### src/hw/rtl/sefr_pkg.sv
// Package: shared types and codes for the STX/ETX frame receiver.
`timescale 1ns / 1ps
`default_nettype none
package sefr_pkg;

    // Largest payload length a frame may announce
    localparam int MAX_DATA_LEN = 256;

    // Item kinds on the input channel
    localparam logic MODE_BYTE = 1'b0;
    localparam logic MODE_TICK = 1'b1;

    // Result kinds on the output channel
    localparam logic KIND_DATA = 1'b0;
    localparam logic KIND_END  = 1'b1;

    // Frame end status codes
    typedef enum logic [2:0] {
        ST_OK        = 3'd0,
        ST_TIMEOUT   = 3'd1,
        ST_TOO_LONG  = 3'd2,
        ST_BAD_END   = 3'd3,
        ST_BAD_CHECK = 3'd4
    } t_status;

    // Configuration register indexes
    localparam int CFG_IDX_W = 2;
    typedef enum logic [CFG_IDX_W-1:0] {
        REG_TIMEOUT = 2'd0,
        REG_START   = 2'd1,
        REG_END     = 2'd2
    } t_reg_idx;

    // One result item
    typedef struct packed {
        logic        kind;
        logic [7:0]  data_byte;
        logic [7:0]  data_index;
        logic [7:0]  dest_address;
        logic [7:0]  frame_type;
        logic [7:0]  function_code;
        logic [15:0] data_length;
        logic [2:0]  status;
        logic        last;
    } t_out_item;

endpackage
`default_nettype wire

### src/hw/rtl/sefr_if.sv
// Interfaces: input, output and configuration channels of the frame receiver.
`timescale 1ns / 1ps
`default_nettype none
interface sefr_in_if;
    logic       valid;
    logic       ready;
    logic       mode;
    logic [7:0] rx_byte;
    modport source (output valid, output mode, output rx_byte, input ready);
    modport sink   (input valid, input mode, input rx_byte, output ready);
endinterface

interface sefr_out_if;
    logic        valid;
    logic        ready;
    logic        kind;
    logic [7:0]  data_byte;
    logic [7:0]  data_index;
    logic [7:0]  dest_address;
    logic [7:0]  frame_type;
    logic [7:0]  function_code;
    logic [15:0] data_length;
    logic [2:0]  status;
    logic        last;
    modport source (output valid, output kind, output data_byte, output data_index,
                    output dest_address, output frame_type, output function_code,
                    output data_length, output status, output last, input ready);
    modport sink   (input valid, input kind, input data_byte, input data_index,
                    input dest_address, input frame_type, input function_code,
                    input data_length, input status, input last, output ready);
endinterface

interface sefr_cfg_if;
    logic                            valid;
    logic                            ready;
    logic [sefr_pkg::CFG_IDX_W-1:0]  index;
    logic [15:0]                     data;
    modport source (output valid, output index, output data, input ready);
    modport sink   (input valid, input index, input data, output ready);
endinterface
`default_nettype wire

### src/hw/rtl/stx_etx_xor_frame_receiver_unit.sv
// Top level: STX/ETX frame receiver with XOR block check and frame status.
//
//   port    dir  items
//   i_in    in   mode (byte or ms tick), rx_byte
//   o_out   out  data byte results and frame end results with status
//   i_cfg   in   register writes: timeout_ticks, start_code, end_code
//
// One item per cycle while the skid stage is empty: an accepted item updates
// the frame state at its accepting edge. A result, if any, is loaded at that
// edge into a free output register and offered on o_out from the next cycle.
// A one-entry skid stage behind the output register takes a result when it is
// held, keeping input ready; input stalls only when both hold results.
// Synchronous active-low reset returns to hunting with default registers.
`timescale 1ns / 1ps
`default_nettype none
module stx_etx_xor_frame_receiver_unit (
    input  wire             i_clk,
    input  wire             i_rst_n,
    sefr_in_if.sink         i_in,
    sefr_out_if.source      o_out,
    sefr_cfg_if.sink        i_cfg
);

    typedef enum logic [2:0] {
        PH_HUNT,
        PH_HEADER,
        PH_DATA,
        PH_CHECK,
        PH_END
    } t_phase;

    // Configuration registers
    logic [15:0] r_timeout;
    logic [7:0]  r_start;
    logic [7:0]  r_end;

    // Frame state
    t_phase      r_phase,    n_phase;
    logic [2:0]  r_hdr_cnt,  n_hdr_cnt;
    logic [7:0]  r_addr,     n_addr;
    logic [7:0]  r_type,     n_type;
    logic [7:0]  r_code,     n_code;
    logic [15:0] r_length,   n_length;
    logic [8:0]  r_data_cnt, n_data_cnt;
    logic [7:0]  r_xor,      n_xor;
    logic [7:0]  r_check,    n_check;
    logic [15:0] r_elapsed,  n_elapsed;

    // Output register and skid stage
    sefr_pkg::t_out_item r_out, r_skid, res;
    logic                r_out_v, r_skid_v;
    logic                has_res;
    logic                in_fire;
    logic                out_free;

    assign i_cfg.ready = 1'b1;
    assign i_in.ready  = !r_skid_v;
    assign in_fire     = i_in.valid && !r_skid_v;
    assign out_free    = !r_out_v || o_out.ready;

    // Apply register writes; unknown indexes are dropped
    always_ff @(posedge i_clk) begin
        if (!i_rst_n) begin
            r_timeout <= 16'd1000;
            r_start   <= 8'd2;
            r_end     <= 8'd3;
        end else if (i_cfg.valid) begin
            case (i_cfg.index)
                sefr_pkg::REG_TIMEOUT: r_timeout <= i_cfg.data;
                sefr_pkg::REG_START:   r_start   <= i_cfg.data[7:0];
                sefr_pkg::REG_END:     r_end     <= i_cfg.data[7:0];
                default: ;
            endcase
        end
    end

    // Advance the frame state for one accepted item
    always_comb begin
        n_phase    = r_phase;
        n_hdr_cnt  = r_hdr_cnt;
        n_addr     = r_addr;
        n_type     = r_type;
        n_code     = r_code;
        n_length   = r_length;
        n_data_cnt = r_data_cnt;
        n_xor      = r_xor;
        n_check    = r_check;
        n_elapsed  = r_elapsed;
        has_res    = 1'b0;
        res        = '0;
        res.kind   = sefr_pkg::KIND_END;
        res.last   = 1'b1;
        res.status = sefr_pkg::ST_OK;

        if (in_fire) begin
            if (i_in.mode == sefr_pkg::MODE_TICK) begin
                if (r_phase != PH_HUNT) begin
                    if (r_elapsed != 16'hFFFF) begin
                        n_elapsed = r_elapsed + 16'd1;
                    end
                    if (n_elapsed >= r_timeout) begin
                        has_res    = 1'b1;
                        res.status = sefr_pkg::ST_TIMEOUT;
                        n_phase    = PH_HUNT;
                    end
                end
            end else begin
                case (r_phase)
                    PH_HUNT: begin
                        if (i_in.rx_byte == r_start) begin
                            n_hdr_cnt  = '0;
                            n_addr     = '0;
                            n_type     = '0;
                            n_code     = '0;
                            n_length   = '0;
                            n_data_cnt = '0;
                            n_check    = '0;
                            n_xor      = i_in.rx_byte;
                            n_elapsed  = '0;
                            n_phase    = PH_HEADER;
                            // zero timeout closes the frame at once
                            if (r_timeout == 16'd0) begin
                                has_res    = 1'b1;
                                res.status = sefr_pkg::ST_TIMEOUT;
                                n_phase    = PH_HUNT;
                            end
                        end
                    end
                    PH_HEADER: begin
                        n_xor = r_xor ^ i_in.rx_byte;
                        case (r_hdr_cnt)
                            3'd0:    n_addr   = i_in.rx_byte;
                            3'd1:    n_type   = i_in.rx_byte;
                            3'd2:    n_code   = i_in.rx_byte;
                            3'd3:    n_length = {8'd0, i_in.rx_byte};
                            default: n_length = {i_in.rx_byte, r_length[7:0]};
                        endcase
                        if (r_hdr_cnt < 3'd4) begin
                            n_hdr_cnt = r_hdr_cnt + 3'd1;
                        end else begin
                            n_hdr_cnt  = '0;
                            n_data_cnt = '0;
                            if (n_length > 16'(sefr_pkg::MAX_DATA_LEN)) begin
                                has_res    = 1'b1;
                                res.status = sefr_pkg::ST_TOO_LONG;
                                n_phase    = PH_HUNT;
                            end else if (n_length == 16'd0) begin
                                n_phase = PH_CHECK;
                            end else begin
                                n_phase = PH_DATA;
                            end
                        end
                    end
                    PH_DATA: begin
                        n_xor      = r_xor ^ i_in.rx_byte;
                        n_data_cnt = r_data_cnt + 9'd1;
                        if ({7'd0, n_data_cnt} >= r_length) begin
                            n_phase = PH_CHECK;
                        end
                        has_res        = 1'b1;
                        res.kind       = sefr_pkg::KIND_DATA;
                        res.last       = 1'b0;
                        res.data_byte  = i_in.rx_byte;
                        res.data_index = r_data_cnt[7:0];
                    end
                    PH_CHECK: begin
                        n_check = i_in.rx_byte;
                        n_phase = PH_END;
                    end
                    default: begin
                        // end code mismatch wins over a checksum mismatch
                        has_res = 1'b1;
                        n_phase = PH_HUNT;
                        if (i_in.rx_byte != r_end) begin
                            res.status = sefr_pkg::ST_BAD_END;
                        end else if (r_xor != r_check) begin
                            res.status = sefr_pkg::ST_BAD_CHECK;
                        end
                    end
                endcase
            end
        end

        res.dest_address  = n_addr;
        res.frame_type    = n_type;
        res.function_code = n_code;
        res.data_length   = n_length;
    end

    // Hold frame state
    always_ff @(posedge i_clk) begin
        if (!i_rst_n) begin
            r_phase    <= PH_HUNT;
            r_hdr_cnt  <= '0;
            r_addr     <= '0;
            r_type     <= '0;
            r_code     <= '0;
            r_length   <= '0;
            r_data_cnt <= '0;
            r_xor      <= '0;
            r_check    <= '0;
            r_elapsed  <= '0;
        end else begin
            r_phase    <= n_phase;
            r_hdr_cnt  <= n_hdr_cnt;
            r_addr     <= n_addr;
            r_type     <= n_type;
            r_code     <= n_code;
            r_length   <= n_length;
            r_data_cnt <= n_data_cnt;
            r_xor      <= n_xor;
            r_check    <= n_check;
            r_elapsed  <= n_elapsed;
        end
    end

    // Load output register, park a result in the skid stage when stalled
    always_ff @(posedge i_clk) begin
        if (!i_rst_n) begin
            r_out_v  <= 1'b0;
            r_skid_v <= 1'b0;
        end else if (out_free) begin
            if (r_skid_v) begin
                r_out_v  <= 1'b1;
                r_skid_v <= 1'b0;
            end else begin
                r_out_v <= has_res;
            end
        end else if (has_res) begin
            r_skid_v <= 1'b1;
        end
    end

    always_ff @(posedge i_clk) begin
        if (out_free) begin
            r_out <= r_skid_v ? r_skid : res;
        end else if (has_res) begin
            r_skid <= res;
        end
    end

    // Drive the output channel
    assign o_out.valid         = r_out_v;
    assign o_out.kind          = r_out.kind;
    assign o_out.data_byte     = r_out.data_byte;
    assign o_out.data_index    = r_out.data_index;
    assign o_out.dest_address  = r_out.dest_address;
    assign o_out.frame_type    = r_out.frame_type;
    assign o_out.function_code = r_out.function_code;
    assign o_out.data_length   = r_out.data_length;
    assign o_out.status        = r_out.status;
    assign o_out.last          = r_out.last;

endmodule
`default_nettype wire

### src/flat_wrapper.sv
// flat-port wrapper written by rule: the top's interface ports become plain ports
module stx_etx_xor_frame_receiver_unit_flat 
  (i_clk, i_rst_n, i_in_valid, i_in_mode, i_in_rx_byte, i_in_ready, o_out_valid, o_out_kind, o_out_data_byte, o_out_data_index, o_out_dest_address, o_out_frame_type, o_out_function_code, o_out_data_length, o_out_status, o_out_last, o_out_ready, i_cfg_valid, i_cfg_index, i_cfg_data, i_cfg_ready);
  sefr_in_if i_in_i ();
  sefr_out_if o_out_i ();
  sefr_cfg_if i_cfg_i ();
  input  wire i_clk;
  input  wire i_rst_n;
  input wire logic [$bits(i_in_i.valid)-1:0] i_in_valid;
  input wire logic [$bits(i_in_i.mode)-1:0] i_in_mode;
  input wire logic [$bits(i_in_i.rx_byte)-1:0] i_in_rx_byte;
  output wire logic [$bits(i_in_i.ready)-1:0] i_in_ready;
  output wire logic [$bits(o_out_i.valid)-1:0] o_out_valid;
  output wire logic [$bits(o_out_i.kind)-1:0] o_out_kind;
  output wire logic [$bits(o_out_i.data_byte)-1:0] o_out_data_byte;
  output wire logic [$bits(o_out_i.data_index)-1:0] o_out_data_index;
  output wire logic [$bits(o_out_i.dest_address)-1:0] o_out_dest_address;
  output wire logic [$bits(o_out_i.frame_type)-1:0] o_out_frame_type;
  output wire logic [$bits(o_out_i.function_code)-1:0] o_out_function_code;
  output wire logic [$bits(o_out_i.data_length)-1:0] o_out_data_length;
  output wire logic [$bits(o_out_i.status)-1:0] o_out_status;
  output wire logic [$bits(o_out_i.last)-1:0] o_out_last;
  input wire logic [$bits(o_out_i.ready)-1:0] o_out_ready;
  input wire logic [$bits(i_cfg_i.valid)-1:0] i_cfg_valid;
  input wire logic [$bits(i_cfg_i.index)-1:0] i_cfg_index;
  input wire logic [$bits(i_cfg_i.data)-1:0] i_cfg_data;
  output wire logic [$bits(i_cfg_i.ready)-1:0] i_cfg_ready;
  assign i_in_i.valid = i_in_valid;
  assign i_in_i.mode = i_in_mode;
  assign i_in_i.rx_byte = i_in_rx_byte;
  assign i_in_ready = i_in_i.ready;
  assign o_out_valid = o_out_i.valid;
  assign o_out_kind = o_out_i.kind;
  assign o_out_data_byte = o_out_i.data_byte;
  assign o_out_data_index = o_out_i.data_index;
  assign o_out_dest_address = o_out_i.dest_address;
  assign o_out_frame_type = o_out_i.frame_type;
  assign o_out_function_code = o_out_i.function_code;
  assign o_out_data_length = o_out_i.data_length;
  assign o_out_status = o_out_i.status;
  assign o_out_last = o_out_i.last;
  assign o_out_i.ready = o_out_ready;
  assign i_cfg_i.valid = i_cfg_valid;
  assign i_cfg_i.index = i_cfg_index;
  assign i_cfg_i.data = i_cfg_data;
  assign i_cfg_ready = i_cfg_i.ready;
  stx_etx_xor_frame_receiver_unit u_core (.i_clk(i_clk), .i_rst_n(i_rst_n), .i_in(i_in_i), .o_out(o_out_i), .i_cfg(i_cfg_i));
endmodule
### config.mk
export PLATFORM = sky130hd
export DESIGN_NAME = stx_etx_xor_frame_receiver_unit_flat
export DESIGN_NICKNAME = d
export VERILOG_FILES = /design/src/hw/rtl/sefr_pkg.sv /design/src/hw/rtl/sefr_if.sv /design/src/hw/rtl/stx_etx_xor_frame_receiver_unit.sv /design/src/flat_wrapper.sv
export SDC_FILE = /design/constraint.sdc
export NUM_CORES = 1
export LEC_CHECK = 0
export BUFFER_PORTS_ARGS = -buffer_cell sky130_fd_sc_hd__buf_4
export CORE_MARGIN = 4
export CORE_UTILIZATION = 33
export DETAILED_ROUTE_END_ITERATION = 10
export MAX_ROUTING_LAYER = met4
export PLACE_DENSITY = 0.53
export SLEW_MARGIN = 0
export SYNTH_ARGS = -nofsm -noshare
export SYNTH_HDL_FRONTEND = slang
export SYNTH_SLANG_ARGS = --single-unit
### constraint.sdc
create_clock -name i_clk -period 5.3 [get_ports i_clk]
set_input_delay 0.265 -clock i_clk [delete_from_list [all_inputs] [get_ports i_clk]]
set_output_delay 0.265 -clock i_clk [all_outputs]
set_load 0.1 [all_outputs]
==> results.py, run 1 <==
metrics = {
    "logic_synthesis": {
        "syn_nets": 1047,
        "syn_area_um2": 10950,
        "yosysTopAreaCellShare": 0.3345,
        "synth_warnings": 0,
        "yosys_most_used_dff": "edfxtp_1",
        "syn_avg_cell_area_um2": 11.13,
        "synth_cells": 984,
        "yosys-top-cells-area": "edfxtp_1 33%, dfxtp_1 22%, mux2_2 4.4%",
        "synth-edff-count": 122,
        "synth.largest_area_cell": "edfxtp_1",
        "synth.lib_cells_used.distinct": 66,
        "ys_async_sr_fraction": 0,
        "ys_seq_elements": 243,
        "synth-seq-area-share": 0.5556,
    },
    "route": {
        "drtIter0Drc": 526,
        "routedWlPerCell_um": 16.79,
        "wl_met1_um": 12110,
        "routed.top_layer": "met4",
        "dr_total_vias": 7599,
        "viasPerCell": 4.931,
        "dr.pass1.iters": 5,
        "drc_errors": 0,
        "drt-total-wl_um": 25870,
        "detail-route-antenna-nets": 0,
        "dr_wl_met2_um": 12030,
        "dr_wl_met3_um": 1128,
    },
    "placed_design": {
        "dp_hpwl_um": 16640,
        "port-buffer-count": 94,
        "place.gp.congestion": 0.8358,
    },
    "setup_path": {
        "crit_path_end_kind": "register",
        "crit_cells": 14,
        "r2r_start": "u_core.r_elapsed[6]",
        "path_class": "register to register",
        "worst_setup_path_start_kind": "register",
        "crit_start": "u_core.r_elapsed[6]",
        "required_ns": 5.48,
        "crit_arrival_ns": 4.27,
        "worst-path-buf-inv": 1,
        "r2r_end": "u_core.r_skid[5]",
        "crit_family": "simple AND/OR/NAND/NOR gates",
        "cp_max_fo": 34,
        "critical-path-max-stage-delay_ns": 0.48,
        "r2r_cells": 14,
        "rrSetupSlack_ns": 1.21,
        "endpoint": "u_core.r_skid[5]",
        "crit_chain": "and4_1, nor4b_2, nand2_1, and4_1, xor2_1, ha_1, o21a_1, o211ai_1, nor2_1, a21oi_1, o21ai_0, o31ai_1, nor2_4, buf_4",
        "cpMostUsedCell": "and4_1",
        "critical-path-slowest-cell": "o21ai_0",
    },
    "power_and_ir_drop": {
        "total_power_mw": 4.128,
        "vdd_drop_max_uv": 180.7,
        "leakage_nw": 5.438,
        "power_density_nw_per_um2": 313.6,
    },
    "clocking": {
        "cts_resized": 0,
        "clk_latency_ns": 0.53,
        "cts-root-buf": "clkbuf_16",
        "ctsHtreeMaxLevel": 1,
        "cts.sinks": 243,
        "post-cts-setup-buffers": 0,
        "cts_hold_buf": 16,
        "numCtsBuffers": 28,
        "cts_buffer_depth": 3,
        "clk_pin_slew_worst_paths_ns": 0.06,
        "cts_tree": "yes",
    },
    "die": {
        "dieArea_um2": 36170,
        "initial_core_util": 0.3358,
        "coreArea_um2": 32620,
        "fp-row-count": 66,
        "die_w_um": 190.2,
        "io_pins": 96,
        "die-height_um": 190.2,
    },
    "final_layout": {
        "area_growth_pct": 20.17,
        "diodes": 0,
        "finish.net_count": 1140,
        "fill_cells": 3169,
        "finish.utilization": 0.4035,
        "drive_gt1_frac": 0.1975,
    },
    "min_path": {
        "min_path_type": "input port to register",
    },
    "timing": {
        "fin_tns_setup_ns": 0,
        "rsz0062_at_grt": "no",
        "hold_violations": 0,
        "skew_ns": 0.01100,
        "drv_slew": 0,
        "max_slew_margin": 0.4003,
        "hold_ws_ns": 0.1498,
        "setup_violations": 0,
        "worstMarginPinSlew_ns": 0.8919,
        "fin_crit_ns": 4.090,
        "finalCritPeriodShare": 0.7717,
        "fmax_mhz": 244.5,
    },
    "global_routing": {
        "grt_max_degree": 89,
        "grt-ovfl-total": 0,
        "grt_pass1_wl_um": 41070,
        "antenna_found_initial": 1,
        "grt_pass1_vias": 7400,
        "grt_usage": 0.1437,
    },
    "outcome": {
        "outcome": "complete, no violations",
    },
    "flow_run": {
        "max_cap_viol_count": 0,
    },
}
[worst register-to-register path, delay by kind of cell, from the launching register on]
kind | cells | cell delay (ns)
AOI/OAI and AO/OA | 5 | 0.98
xor gates and xnor gates | 1 | 0.16
adders and majority gates | 1 | 0.30
buffers and inverters | 1 | 0.39
DFF | 1 | 0.44
and+or+nand+nor | 6 | 1.45
[cell families (layout without fill, tap and decap cells)]
| logic type | count (synthesis) | after routing | share of synthesized area |
|---|---|---|---|
| other cells | 1 | 1 | 0.0003424 |
| mux | 63 | 63 | 0.06249 |
| xor+xnor | 49 | 49 | 0.03918 |
| compound gates | 177 | 177 | 0.1188 |
| buf+inv | 89 | 204 | 0.03278 |
| simple gates | 331 | 331 | 0.1554 |
| flops | 243 | 243 | 0.5556 |
| fa+ha+maj | 31 | 31 | 0.03541 |
[area by class of cell]
cell class                 count  area, um^2  area share
inverter                      32       120.1    0.009125
clock inverter                21       193.9     0.01473
clock buffer                  31       743.2     0.05646
timing repair buffer         120       940.9     0.07148
tap                          442       553.0     0.04202
sequential                   243        6086      0.4624
multi-input combinational    652        4526      0.3438
[synthesized netlist by cell type (all sizes together) (20+ instances only)]
master,number
edfxtp,122
dfxtp,121
nand2,104
and2,67
clkbuf,45
nor2,45
mux2,43
ha,31
inv,31
a21oi,30
xnor2,29
o21ai,25
a32o,24
nand3,23
a21o,22
mux2i,20
xor2,20
[worst min-delay path by stage]
stage                              start              endpoint  slack, ns  cells after the start
global route                   i_in_mode     u_core.r_phase[2]       0.14                      3
global placement    u_core.r_data_cnt[8]  u_core.r_data_cnt[8]       0.45                      2
detailed placement  u_core.r_data_cnt[8]  u_core.r_data_cnt[8]       0.46                      2
CTS                            i_in_mode     u_core.r_phase[2]       0.11                      3
floorplan                  i_cfg_data[0]       u_core.r_end[0]       0.39                      2
finish                         i_in_mode     u_core.r_phase[2]       0.15                      3
[layout by cell type (no fill, tap or decap), drive strengths merged, types with 13 or more instances in the layout]
cell type,count
a21boi,13
o21ai,25
buf,104
and2,67
dfxtp,121
inv,32
a21o,22
edfxtp,122
dlygate4sd3,16
ha,31
mux2,43
clkinv,18
nand3,23
clkbuf,31
a22o,17
xnor2,29
xor2,20
a32o,24
nand2,104
nor2,45
a21oi,30
mux2i,20
and3,15
[routing by layer]
metal  track usage  vias up
li1              -     3726
met3       0.02202       43
met1        0.1920     3669
met2        0.2314      161
met4       0.03619        0
met5             -        -
[flip-flops by register name, indices dropped and copies added (netlist names), 9 cells and up]
signal,count
u_core.r_skid,61
u_core.r_timeout,16
u_core.r_data_cnt,9
u_core.o_out.data_length,16
u_core.r_length,16
u_core.r_elapsed,16
[where the power goes]
part | internal (mW) | leakage (nW) | total, mW | switching [mW]
clock | 1.16 | 0.471 | 1.93 | 0.776
combinational | 0.0619 | 2.70 | 0.210 | 0.148
sequential | 1.98 | 2.27 | 1.98 | 0.00896
[stage by stage]
step,std cells,cell area (um^2),worst slack [ns]
finish,1541,13160,1.210
global route,1541,13160,0.7965
CTS,1541,13160,1.189
detailed placement,1473,12070,1.199
global placement,1473,12070,1.309
floorplan,984,10960,0.5601
Power figures use the tool's default switching activity.
==> run 2, diff against run 1 <==
Clock period 5.3 ns to 3.5 ns, I/O delays scaled along.
==> run 2 against run 1 <==
Sequential power increased by 52%. Die area is the same. Final cell count is 1.3% higher. Total power increased by 50%. Critical endpoint is now u_core.r_skid[44]. Largest cell class unchanged.
==> results.py, run 2 (same netlist as run 1, synthesis figures left out) <==
metrics = {
    "power_and_ir_drop": {
        "p_int_mw": 4.797,
        "leakage_nw": 5.548,
        "p_comb_frac": 0.052,
        "p_clk_frac": 0.461,
        "vdd_drop_max_uv": 385.8,
        "switchingPower_mw": 1.377,
        "seqPwrFrac": 0.487,
        "power_density_nw_per_um2": 460.6,
        "p_sw_frac": 0.2231,
    },
    "route": {
        "viasPerCell": 4.882,
        "wl_met1_um": 12700,
        "routed.top_layer": "met4",
        "drc_errors": 0,
        "dr_wl_met2_um": 12300,
        "dr_total_vias": 7621,
        "drt-total-wl_um": 26560,
        "routedWlPerCell_um": 17.02,
        "dr.pass1.iters": 5,
        "dr_wl_met3_um": 1076,
        "detail-route-antenna-nets": 0,
        "drtIter0Drc": 470,
    },
    "placed_design": {
        "place.gp.congestion": 0.8064,
        "dp_hpwl_um": 17160,
        "place_area_um2": 12190,
        "port-buffer-count": 94,
        "pre_cts_ws_ns": 0.1100,
        "dp.cells": 1483,
    },
    "die": {
        "die_w_um": 190.2,
        "initial_core_util": 0.3358,
        "die-height_um": 190.2,
        "io_pins": 96,
        "coreArea_um2": 32620,
        "fp-row-count": 66,
        "dieArea_um2": 36170,
    },
    "setup_path": {
        "critical-path-max-stage-delay_ns": 0.41,
        "crit_chain": "and4_4, nor4b_4, nand2_2, and4_4, xor2_1, ha_1, o21a_1, o211ai_1, nor2_1, a21oi_2, o21ai_2, o31ai_2, nor2_4, buf_12, clkbuf_16",
        "cpMostUsedCell": "and4_4",
        "crit_arrival_ns": 3.55,
        "worst_setup_path_start_kind": "register",
        "worst-path-buf-inv": 2,
        "critical-path-slowest-cell": "dfxtp_1",
        "cp_max_fo": 11,
        "path_class": "register to register",
        "crit_family": "simple AND/OR/NAND/NOR gates",
        "required_ns": 3.75,
        "crit_path_end_kind": "register",
    },
    "final_layout": {
        "finish.net_count": 1160,
        "layout_common_cells": "122 x edfxtp_1, 120 x dfxtp_1, 116 x buf_4",
        "final_cells": 1561,
        "final_common_cell": "edfxtp_1",
        "area_growth_pct": 22.39,
        "drive_gt1_frac": 0.2109,
        "final_area_um2": 13410,
        "diodes": 0,
        "top_register": "u_core.r_skid",
        "largest_reg_flops": 61,
    },
    "clocking": {
        "numCtsBuffers": 28,
        "cts-root-buf": "clkbuf_16",
        "clk_latency_ns": 0.54,
        "cts_buffer_depth": 3,
        "clk_pin_slew_worst_paths_ns": 0.06,
        "cts.sinks": 243,
        "ctsHtreeMaxLevel": 1,
        "cts_tree": "yes",
    },
    "timing": {
        "setup_violations": 0,
        "worstMarginPinSlew_ns": 0.7422,
        "finalCritPeriodShare": 0.9412,
        "hold_violations": 0,
        "hold_ws_ns": 0.04183,
        "drv_slew": 0,
        "final.setup.worst_slack_ns": 0.2058,
        "skew_ns": 0.02395,
        "max_slew_margin": 0.5052,
        "fmax_mhz": 303.6,
        "fin_tns_setup_ns": 0,
        "fin_crit_ns": 3.294,
    },
    "outcome": {
        "outcome": "complete, no violations",
    },
    "global_routing": {
        "grt_max_degree": 59,
        "antenna_found_initial": 0,
        "grt_pass1_vias": 7517,
        "grt-ovfl-total": 0,
        "grt_usage": 0.1465,
        "grt_pass1_wl_um": 41880,
    },
    "flow_run": {
        "max_cap_viol_count": 0,
    },
    "min_path": {
        "min_path_type": "input port to register",
    },
}
## run 2: per-stage QoR
stage	total power, mW	utilization
2_1_floorplan	3.266	-
3_3_place_gp	3.374	0.3736
3_5_place_dp	3.374	0.3736
4_1_cts	6.262	0.4071
5_1_grt	6.416	0.4110
6_report	6.174	0.4110
## run 2: worst register-to-register path: stages, from the launching register on
cell and delay [ns]:
dfxtp_1 0.41, and4_4 0.27, nor4b_4 0.30, nand2_2 0.19, and4_4 0.23, xor2_1 0.14
ha_1 0.30, o21a_1 0.13, o211ai_1 0.08, nor2_1 0.12, a21oi_2 0.09, o21ai_2 0.17
o31ai_2 0.11, nor2_4 0.16, buf_12 0.15, clkbuf_16 0.17
## run 2: final cells by class
type / instances / area, um^2
clock buffer: 49 / 885.9
clock inverter: 3 / 26.28
fill: 3182 / 19210
inverter: 32 / 120.1
multi-input combinational: 652 / 4561
sequential: 243 / 6087
tap: 442 / 553.0
timing repair buffer: 140 / 1172
## run 2: path summary, 6_finish.rpt
kind	start	end	slack, ns	depth (start not counted)
worst max-delay path	u_core.r_elapsed[7]	u_core.r_skid[44]	0.21	15
worst max register to register	u_core.r_elapsed[7]	u_core.r_skid[44]	0.21	15
worst min register to register	u_core.r_data_cnt[8]	u_core.r_data_cnt[8]	0.47	2
worst min-delay path	i_in_mode	u_core.r_phase[2]	0.04	3
## run 2: metal layers
| layer | vias to the layer above | track usage |
|---|---|---|
| met1 | 3681 | 0.1965 |
| met2 | 136 | 0.2354 |
| met4 | 0 | 0.03729 |
| met5 | - | - |
| li1 | 3772 | - |
| met3 | 32 | 0.02165 |
## run 2: power groups by stage
stage          logic, mW  clock network [mW]  registers (mW)
4_1_cts            0.325                2.93            3.01
3_3_place_gp       0.307                   0            3.07
3_5_place_dp       0.308                   0            3.07
5_1_grt            0.343                3.07            3.01
2_1_floorplan      0.118                   0            3.15
6_report           0.322                2.85            3.01
## run 2: timing repair
action / 4_1_cts / 5_1_grt
setup endpoints to repair: 0 / 65
endpoints found under the hold margin: 32 / 0
setup buffers: 0 / 5
gates resized for setup: 0 / 7
hold buffers: 18 / 0
